`src/rtl/bdet_pkg.sv`:
```
// Shared types and constants for the button debounce and edge tracker.
// No dependencies; used by bdet_lane and button_debounce_edge_tracker_core.
package bdet_pkg;

    // Fixed field widths of the channels and the configuration register
    localparam int SAMPLE_W = 8;
    localparam int NOW_W    = 32;
    localparam int QUERY_W  = 3;
    localparam int MASK_W   = 8;
    localparam int DUR_W    = 32;
    localparam int PERIOD_W = 16;

    // Parameter defaults
    localparam int BUTTONS_DEF   = 8;
    localparam int TIME_BITS_DEF = 32;

    // Lockout period after reset, in ms
    localparam logic [PERIOD_W-1:0] PERIOD_RESET = 16'd50;

    // Per-button status handed from a lane to the top level
    typedef struct packed {
        logic pressed;   // press accepted on this transaction
        logic released;  // release accepted on this transaction
        logic held;      // held state after this transaction
    } bdet_lane_stat_t;

endpackage

```
`src/rtl/bdet_lane.sv`:
```
// One button lane: held flag, press time and lockout end with the
// debounce decision. Depends on bdet_pkg.
module bdet_lane #(
    parameter int TIME_BITS = bdet_pkg::TIME_BITS_DEF
) (
    input  logic                          aclk,
    input  logic                          aresetn,
    input  logic                          update,
    input  logic                          released_bit,
    input  logic [TIME_BITS-1:0]          now,
    input  logic [TIME_BITS-1:0]          period,
    output bdet_pkg::bdet_lane_stat_t     stat,
    output logic [TIME_BITS-1:0]          press_time_next
);
    import bdet_pkg::*;

    logic                 held_reg, held_next;
    logic [TIME_BITS-1:0] press_time_reg;
    logic [TIME_BITS-1:0] lockout_reg, lockout_next;
    logic                 window_open, do_press, do_release;

    // Change is looked at only once the lockout has run out
    always_comb begin
        window_open     = now > lockout_reg;
        do_release      = window_open && held_reg && released_bit;
        do_press        = window_open && !held_reg && !released_bit;
        held_next       = do_press || (held_reg && !do_release);
        press_time_next = do_press ? now : press_time_reg;
        lockout_next    = (do_press || do_release) ? now + period : lockout_reg;
        stat.pressed    = do_press;
        stat.released   = do_release;
        stat.held       = held_next;
    end

    // State advances once per accepted transaction
    always_ff @(posedge aclk) begin
        if (!aresetn) begin
            held_reg       <= 1'b0;
            press_time_reg <= '0;
            lockout_reg    <= '0;
        end else if (update) begin
            held_reg       <= held_next;
            press_time_reg <= press_time_next;
            lockout_reg    <= lockout_next;
        end
    end

endmodule

```
`src/rtl/button_debounce_edge_tracker_core.sv`:
```
// Top level of the button debounce and edge tracker.
// Depends on bdet_pkg and bdet_lane.
//
//  channel | direction | ports                                        | accepted when
//  s_      | in        | sample_bits, now_ms, query_index             | s_valid && s_ready
//  m_      | out       | pressed/released/active_mask, held_duration  | m_valid && m_ready
//  cfg_    | in        | cfg_wdata (debounce_period)                  | cfg_we
//
// One transaction per cycle while the m_ side is not stalled; the result shows in the cycle after acceptance.
// All lanes decide in parallel from the input ports into the result register.
// s_ready is high while the result register is empty or being drained, so a
// stalled m_ side holds one result and blocks further input.
// Synchronous active-low reset clears held flags, lockouts and press times
// and sets the period to 50 ms.
module button_debounce_edge_tracker_core #(
    parameter int BUTTONS   = bdet_pkg::BUTTONS_DEF,
    parameter int TIME_BITS = bdet_pkg::TIME_BITS_DEF
) (
    input  logic                          aclk,
    input  logic                          aresetn,
    // configuration
    input  logic                          cfg_we,
    input  logic [bdet_pkg::PERIOD_W-1:0] cfg_wdata,
    // input channel
    input  logic                          s_valid,
    output logic                          s_ready,
    input  logic [bdet_pkg::SAMPLE_W-1:0] s_sample_bits,
    input  logic [bdet_pkg::NOW_W-1:0]    s_now_ms,
    input  logic [bdet_pkg::QUERY_W-1:0]  s_query_index,
    // result channel
    output logic                          m_valid,
    input  logic                          m_ready,
    output logic [bdet_pkg::MASK_W-1:0]   m_pressed_mask,
    output logic [bdet_pkg::MASK_W-1:0]   m_released_mask,
    output logic [bdet_pkg::MASK_W-1:0]   m_active_mask,
    output logic [bdet_pkg::DUR_W-1:0]    m_held_duration
);
    import bdet_pkg::*;

    typedef logic [TIME_BITS-1:0] tval_t;

    logic [PERIOD_W-1:0] period_reg;
    tval_t               now, period;
    logic                accept;

    bdet_lane_stat_t     stat [BUTTONS];
    tval_t               ptime [BUTTONS];

    logic [MASK_W-1:0]   pmask_next, rmask_next, amask_next;
    logic [DUR_W-1:0]    dur_next;
    tval_t               sel_time;
    logic                sel_held;

    logic                m_valid_reg;
    logic [MASK_W-1:0]   pmask_reg, rmask_reg, amask_reg;
    logic [DUR_W-1:0]    dur_reg;

    assign accept  = s_valid && s_ready;
    assign s_ready = !m_valid_reg || m_ready;
    assign now     = tval_t'(s_now_ms);
    assign period  = tval_t'(period_reg);

    // Lockout period register
    always_ff @(posedge aclk) begin
        if (!aresetn) begin
            period_reg <= PERIOD_RESET;
        end else if (cfg_we) begin
            period_reg <= cfg_wdata;
        end
    end

    // One lane per button
    for (genvar g = 0; g < BUTTONS; g++) begin : g_lane
        bdet_lane #(
            .TIME_BITS(TIME_BITS)
        ) u_lane (
            .aclk           (aclk),
            .aresetn        (aresetn),
            .update         (accept),
            .released_bit   (s_sample_bits[g]),
            .now            (now),
            .period         (period),
            .stat           (stat[g]),
            .press_time_next(ptime[g])
        );
    end

    // Gather masks and select the queried button; unused buttons read as zero
    always_comb begin
        pmask_next = '0;
        rmask_next = '0;
        amask_next = '0;
        sel_time   = '0;
        sel_held   = 1'b0;
        for (int i = 0; i < BUTTONS; i++) begin
            pmask_next[i] = stat[i].pressed;
            rmask_next[i] = stat[i].released;
            amask_next[i] = stat[i].held;
            if (s_query_index == QUERY_W'(i)) begin
                sel_time = ptime[i];
                sel_held = stat[i].held;
            end
        end
        dur_next = sel_held ? DUR_W'(tval_t'(now - sel_time)) : '0;
    end

    // Result register
    always_ff @(posedge aclk) begin
        if (!aresetn) begin
            m_valid_reg <= 1'b0;
        end else if (s_ready) begin
            m_valid_reg <= s_valid;
        end
    end

    always_ff @(posedge aclk) begin
        if (accept) begin
            pmask_reg <= pmask_next;
            rmask_reg <= rmask_next;
            amask_reg <= amask_next;
            dur_reg   <= dur_next;
        end
    end

    assign m_valid         = m_valid_reg;
    assign m_pressed_mask  = pmask_reg;
    assign m_released_mask = rmask_reg;
    assign m_active_mask   = amask_reg;
    assign m_held_duration = dur_reg;

    // A button cannot both press and release on one transaction
    a_edge_disjoint: assert property (@(posedge aclk) disable iff (!aresetn)
        m_valid |-> (m_pressed_mask & m_released_mask) == '0)
        else $error("press and release flagged together");

    // A press leaves the button held, a release leaves it free
    a_edge_vs_active: assert property (@(posedge aclk) disable iff (!aresetn)
        m_valid |-> ((m_pressed_mask & ~m_active_mask) == '0
                     && (m_released_mask & m_active_mask) == '0))
        else $error("edge mask disagrees with active mask");

    // An empty result register never blocks input
    a_ready_when_empty: assert property (@(posedge aclk) disable iff (!aresetn)
        !m_valid |-> s_ready)
        else $error("input stalled with empty result register");

    // Every accepted transaction shows a result on the next cycle
    a_accept_to_result: assert property (@(posedge aclk) disable iff (!aresetn)
        (s_valid && s_ready) |=> m_valid)
        else $error("accepted transaction produced no result");

endmodule
```
`config.mk`:
```
export PLATFORM = sky130hd
export DESIGN_NAME = button_debounce_edge_tracker_core
export DESIGN_NICKNAME = d
export VERILOG_FILES = /design/src/rtl/bdet_pkg.sv /design/src/rtl/bdet_lane.sv /design/src/rtl/button_debounce_edge_tracker_core.sv
export SDC_FILE = /design/constraint.sdc
export NUM_CORES = 2
export LEC_CHECK = 0
export BUFFER_PORTS_ARGS = -buffer_cell sky130_fd_sc_hd__buf_2
export CORE_UTILIZATION = 61
export CTS_BUF_LIST = sky130_fd_sc_hd__clkbuf_4 sky130_fd_sc_hd__clkbuf_8
export DETAILED_ROUTE_END_ITERATION = 7
export PLACE_DENSITY = 0.76
export SETUP_SLACK_MARGIN = 0.05
export SLEW_MARGIN = 20
export SYNTH_ARGS = -nofsm -noshare
export SYNTH_HDL_FRONTEND = slang
export SYNTH_SLANG_ARGS = --single-unit
```
`constraint.sdc`:
```
create_clock -name aclk -period 11 [get_ports aclk]
set_clock_uncertainty 0.1 [all_clocks]
set_input_delay 0.55 -clock aclk [delete_from_list [all_inputs] [get_ports aclk]]
set_output_delay 0.55 -clock aclk [all_outputs]
set_load 0.005 [all_outputs]
```
== Word-level counts from Yosys, hierarchy flattened ==
Index checks and enable logic that the tools add are counted.
Widths: inputs -> output; s select.

* Bits in registers: 593
* Bits of input ports: 64
* Output and inout bits: 58
* Logic and storage cells: 163

* $add $sub $neg: 2
* $lt $le $gt $ge: 8
* Equality and inequality tests: 7
* Muxes and demuxes: 24
* Reductions and logical operators: 92

{| class="wikitable"
|+ Operator list
! operator !! number
|-
| $mux 32 || 16
|-
| $gt 32x32->1 || 8
|-
| $logic_and 1x1->1 || 41
|-
| $add 32x16->32 || 1
|-
| $sub 32x32->32 || 1
|-
| $logic_not 1->1 || 25
|-
| $logic_or 1x1->1 || 17
|-
| $reduce_and 2->1 || 8
|-
| $eq 3x3->1 const B || 4
|-
| $mux 1 || 8
|-
| $eq 3x2->1 const B || 2
|-
| $eq 3x1->1 const B || 1
|-
| $logic_not 3->1 || 1
|}

== Depth between registers and ports, before layout ==
* Depth after elaboration: 14
* Gate-level depth with buffers: 27
* Mapped depth without buffers: 25

== Cells and area by module ==
A second synthesis with hierarchy kept.

* Cells, all modules: 5531
* Area, all modules: 47739.5 µm²

{| class="wikitable"
|+ By module, submodules not included
! module !! times used !! cells an instance !! area each (µm²) !! seq. area each (µm²)
|-
| bdet_lane at g_lane[0].u_lane ... || 5 || 597 || 5126.2 || 1301.2
|-
| button_debounce_edge_tracker_core || 1 || 682 || 6306.0 || 2021.9
|-
| bdet_lane at g_lane[6].u_lane || 1 || 647 || 5330.1 || 1301.2
|-
| bdet_lane at g_lane[7].u_lane || 1 || 626 || 5266.3 || 1301.2
|-
| bdet_lane at g_lane[1].u_lane || 1 || 591 || 5206.2 || 1301.2
|}

== Worst setup path before layout ==
No wires, ideal clock.

* Kind: input -> register
* From: input port s_now_ms[27] in the netlist's numbering
* To: register dur_reg[29], in the netlist m_held_duration[29], data pin
* Setup time: 152 ps
* Arrival: 6308 ps
* Setup slack: 4440 ps
* Stages: 22
* Path through: ha_1 > nand3_1 > or4_1 > or4_1 > a31oi_1 > nor3_1 > nor4_4 > buf_2 > mux2i_1 > o22ai_1 > o41ai_1 > ha_1 > nor2b_1 > o31ai_1 > nand3_1 > a32oi_1 > o311ai_0 > a221o_1 > a21oi_1 > nor2b_1 > or4_1 > a31oi_1

* Word-level cells in the longest chain between the ends: 14
* Elaborated cells on any way between the ends: 89
* Those cells by class: add/sub (1); order compare (8); mux (24); reduce/logical (56)

{| class="wikitable"
|+ Ends and longest elaborated chain
! element !! line !! RTL
|-
| start, declared || button_debounce_edge_tracker_core.sv:28 || <nowiki>input logic [bdet_pkg::NOW_W-1:0] s_now_ms,</nowiki>
|-
| parallel branches: the longest is 14 deep, another holds $gt 32x32->1 || - ||
|-
| end signal, assigned || button_debounce_edge_tracker_core.sv:121 || <nowiki>dur_reg <= dur_next;</nowiki>
|-
| end, declared || button_debounce_edge_tracker_core.sv:56 || <nowiki>logic [DUR_W-1:0] dur_reg;</nowiki>
|}

Parallel ways; which one is timed is not known.
A chain may end at the register's enable or synchronous reset.

== Final worst setup path ==
* From: input port s_now_ms[31] in the netlist's numbering
* To: register dur_reg[24], in the netlist m_held_duration[24], data pin

Same word-level chain as after synthesis.

==> results.cfg <==
[timing]
fin_crit_sh_pct = 72.4
rsz0062_at_grt = false
hold_viol_final = 0
setup_tns_ns = 0
finalMaxSlewViolations = 0
relSlewSlack_pct = 20.0
setup_viol = 0
max_freq_mhz = 126
tightest_slew_ns = 1.19
fin_ws_ns = 3.04
period_minus_slack_ns = 7.96

[worst_setup_path]
critPathMaxStageDelay_ns = 0.98
crit_start = s_now_ms[31]
start_kind = input port
cp_top_family = compound AO/OA/AOI/OAI gates
cp.depth = 22
crit_type = in -> reg
worstPathRequired_ns = 11.33
end_kind = register
critPathBufInv = 2
slowest_stage = a311oi_1
setup.worst_path.end = m_held_duration[24]
reg2regPathDepth = 22
crit_chain = buf_2 -> ha_1 -> nand4_1 -> nor4_1 -> nand2_1 -> or4_1 -> nor2b_1 -> nand2_2 -> buf_4 -> a32oi_1 -> a311oi_1 -> o41ai_1 -> fa_1 -> a21o_1 -> a21oi_1 -> o21ai_0 -> a41oi_1 -> o21ai_0 -> a311oi_1 -> o21ai_0 -> a21oi_1 -> a21oi_1
path_max_fanout = 28
timing.rr.start = g_lane[3].u_lane.lockout_reg[19]
crit_arrival_ns = 8.30
r2r_slack_ns = 3.04
rr_endpoint = m_held_duration[24]

[global_route]
grt_max_degree = 227
grtUsageTotal_pct = 35.7
grt_use_met1_pct = 48.3
grt_use_met3_pct = 6.73
grt_antenna_before_repair = 4
grt_pass1_wl_um = 157000
overflow = 0
grt_pass1_vias = 28000
busiest_layer = met2
grt.met2_usage_pct = 56.0

[power]
leakagePower_nw = 14.6
power.density_nw_per_um2 = 160
vdd_ir_drop_max_mv = 0.121

[layout]
fin_nets = 4490
area_growth_pct = 10.3
stdcell_count = 4899
fill_cells = 4444
regArea_um2 = 12400
drive_above_1_share_pct = 10.2
utilization_pct = 68.5
final_area_um2 = 37100
multi_input_area_um2 = 19300

[placement]
routabilityCongestion = 0.951
dpl_cell_area_um2 = 34700
placedCellCount = 4696
pre_cts_ws_ns = 2.65
port_buffers = 121
place_hpwl_um = 63300

[outcome]
status = finished clean

[logic_synthesis]
ys_types = 72
yosysWarnings = 0
syn_inst = 4097
synth_edf_count = 56
synth-seq-area-share_pct = 36.9
synth_fp_nets = 4466
syn_area_per_cell_um2 = 8.22
async_reset_ff_share_pct = 0
ys_ff_latch = 593
syn_area_um2 = 33700
synth_ff_type = dfxtp_1

[floorplan]
pin_count = 122
core.rowCount = 85
start_util_pct = 62.1
die_area_um2 = 56200
core-area_um2 = 54200
die_y_um = 237
chipWidth_um = 237

[detailed_routing]
wl_per_cell_um = 20.6
drcViolationCount = 0
drtIter0Drc = 2815
drtAntennaViolNets = 0
dr.pass1.iters = 6
routed_wl_um = 101000
avgViaCountPerCell = 6.12
dr_total_vias = 30000

[clocking]
numCtsBuffers = 101
root_buffer = clkbuf_8
cts_max_level = 3
post_cts_buffers = 0
clk_path_buf_depth = 3
clk_latency_ns = 0.73
post_cts_resized = 0
cts_tree = built
path_clk_slew_ns = 0.06
cts_sinks = 593

[worst_hold_path]
hold_class = in -> reg
min_path_cells = 3

[job]
cap_violations = 0
==> cell usage after synthesis, drive strengths merged, types with 23 or more instances <==
cell    count  area (um^2)
mux2i     311         3110
a21oi     488         2440
a211oi     66          495
o21ai     165          826
o21a       23          173
o41ai      30          263
nand3      86          430
inv       294         1100
edfxtp     56         1680
dfxtp     537        10800
nor3       32          160
nor2      316         1190
buf        30          128
nand2     644         2420
a21o       43          323
nand4      49          307
xnor2      28          245
clkbuf    246          923
ha        303         3790
o22ai      40          250
==> logic make-up after synthesis <==
logic type	after synthesis	share of synthesized area, %
XOR/XNOR	49	1.27
AO/OA/AOI/OAI	1013	18.1
multiplexers	329	10.3
flip-flops	593	36.9
adder cells (fa/ha/maj)	305	11.4
buffers and inverters	572	6.42
AND/OR/NAND/NOR	1236	15.6
==> metrics by stage <==
step / power [W] / hold WS [ns]
floorplan: 0.00336 / 0.332
global placement: 0.00376 / 0.340
detailed placement: 0.00379 / 0.346
CTS: 0.00594 / 0.0731
global route: 0.00621 / 0.101
finish: 0.00595 / 0.108
==> layout make-up <==
type,count,share of cell area [%]
multi-input combinational,2932,51.9
sequential,593,33.5
clock buffer,165,5.47
timing repair buffer,197,3.33
inverter,296,3.02
tap,696,2.34
clock inverter,17,0.462
antenna,3,0.0202
==> worst min-delay path by stage <==
stage / slack (ns) / endpoint / startpoint
after floorplan: 0.33 / g_lane[2].u_lane.press_time_reg[31] / g_lane[2].u_lane.press_time_reg[31]
after global placement: 0.34 / g_lane[1].u_lane.press_time_reg[13] / g_lane[1].u_lane.press_time_reg[13]
after detailed placement: 0.35 / g_lane[4].u_lane.press_time_reg[5] / g_lane[4].u_lane.press_time_reg[5]
after CTS: 0.07 / m_valid / m_ready
after global routing: 0.10 / g_lane[2].u_lane.lockout_reg[26] / aresetn
final: 0.11 / m_valid / m_ready
==> power by group <==
group | total, W | internal (W) | switching [W]
sequential | 0.00241 | 0.00234 | 0.0000693
clock | 0.00216 | 0.00123 | 0.000931
combinational | 0.00138 | 0.000493 | 0.000882
total | 0.00595 | 0.00407 | 0.00188
==> layer usage <==
layer	share of wire (%)	vias to the layer above
met5	0.0089	-
met4	3.8	2
met3	9.4	244
met2	44	1339
met1	42	14000
li1	-	14400
==> worst register-to-register path: stages (launching register included) <==
cell      delay (ns)
dfxtp_1         0.33
inv_1           0.05
ha_1            0.28
nand4_1         0.19
nor4_1          0.82
nand2_1         0.14
or4_1           0.62
nor2b_1         0.20
nand2_2         0.45
buf_4           0.40
a32oi_1         0.16
a311oi_1        0.37
o41ai_1         0.18
fa_1            0.46
a21o_1          0.17
a21oi_1         0.25
o21ai_0         0.16
a41oi_1         0.36
o21ai_0         0.35
a311oi_1        0.98
o21ai_0         0.38
a21oi_1         0.21
a21oi_1         0.08
==> cells in the final DEF (no fill, tap or decap), types with 86 or more instances in the layout <==
master / n
mux2i_1: 311
dfxtp_1: 537
nand3_1: 86
nand2_1: 635
o21ai_0: 164
inv_1: 293
ha_1: 303
clkbuf_8: 127
buf_2: 120
nor2_1: 312
a21oi_1: 488
==> timing repair <==
item | CTS | global route
endpoints found under the hold margin | 17 | 0
endpoints found under the setup margin | 0 | 0
hold buffers | 17 | 0
(Power assumes the default switching activity.)
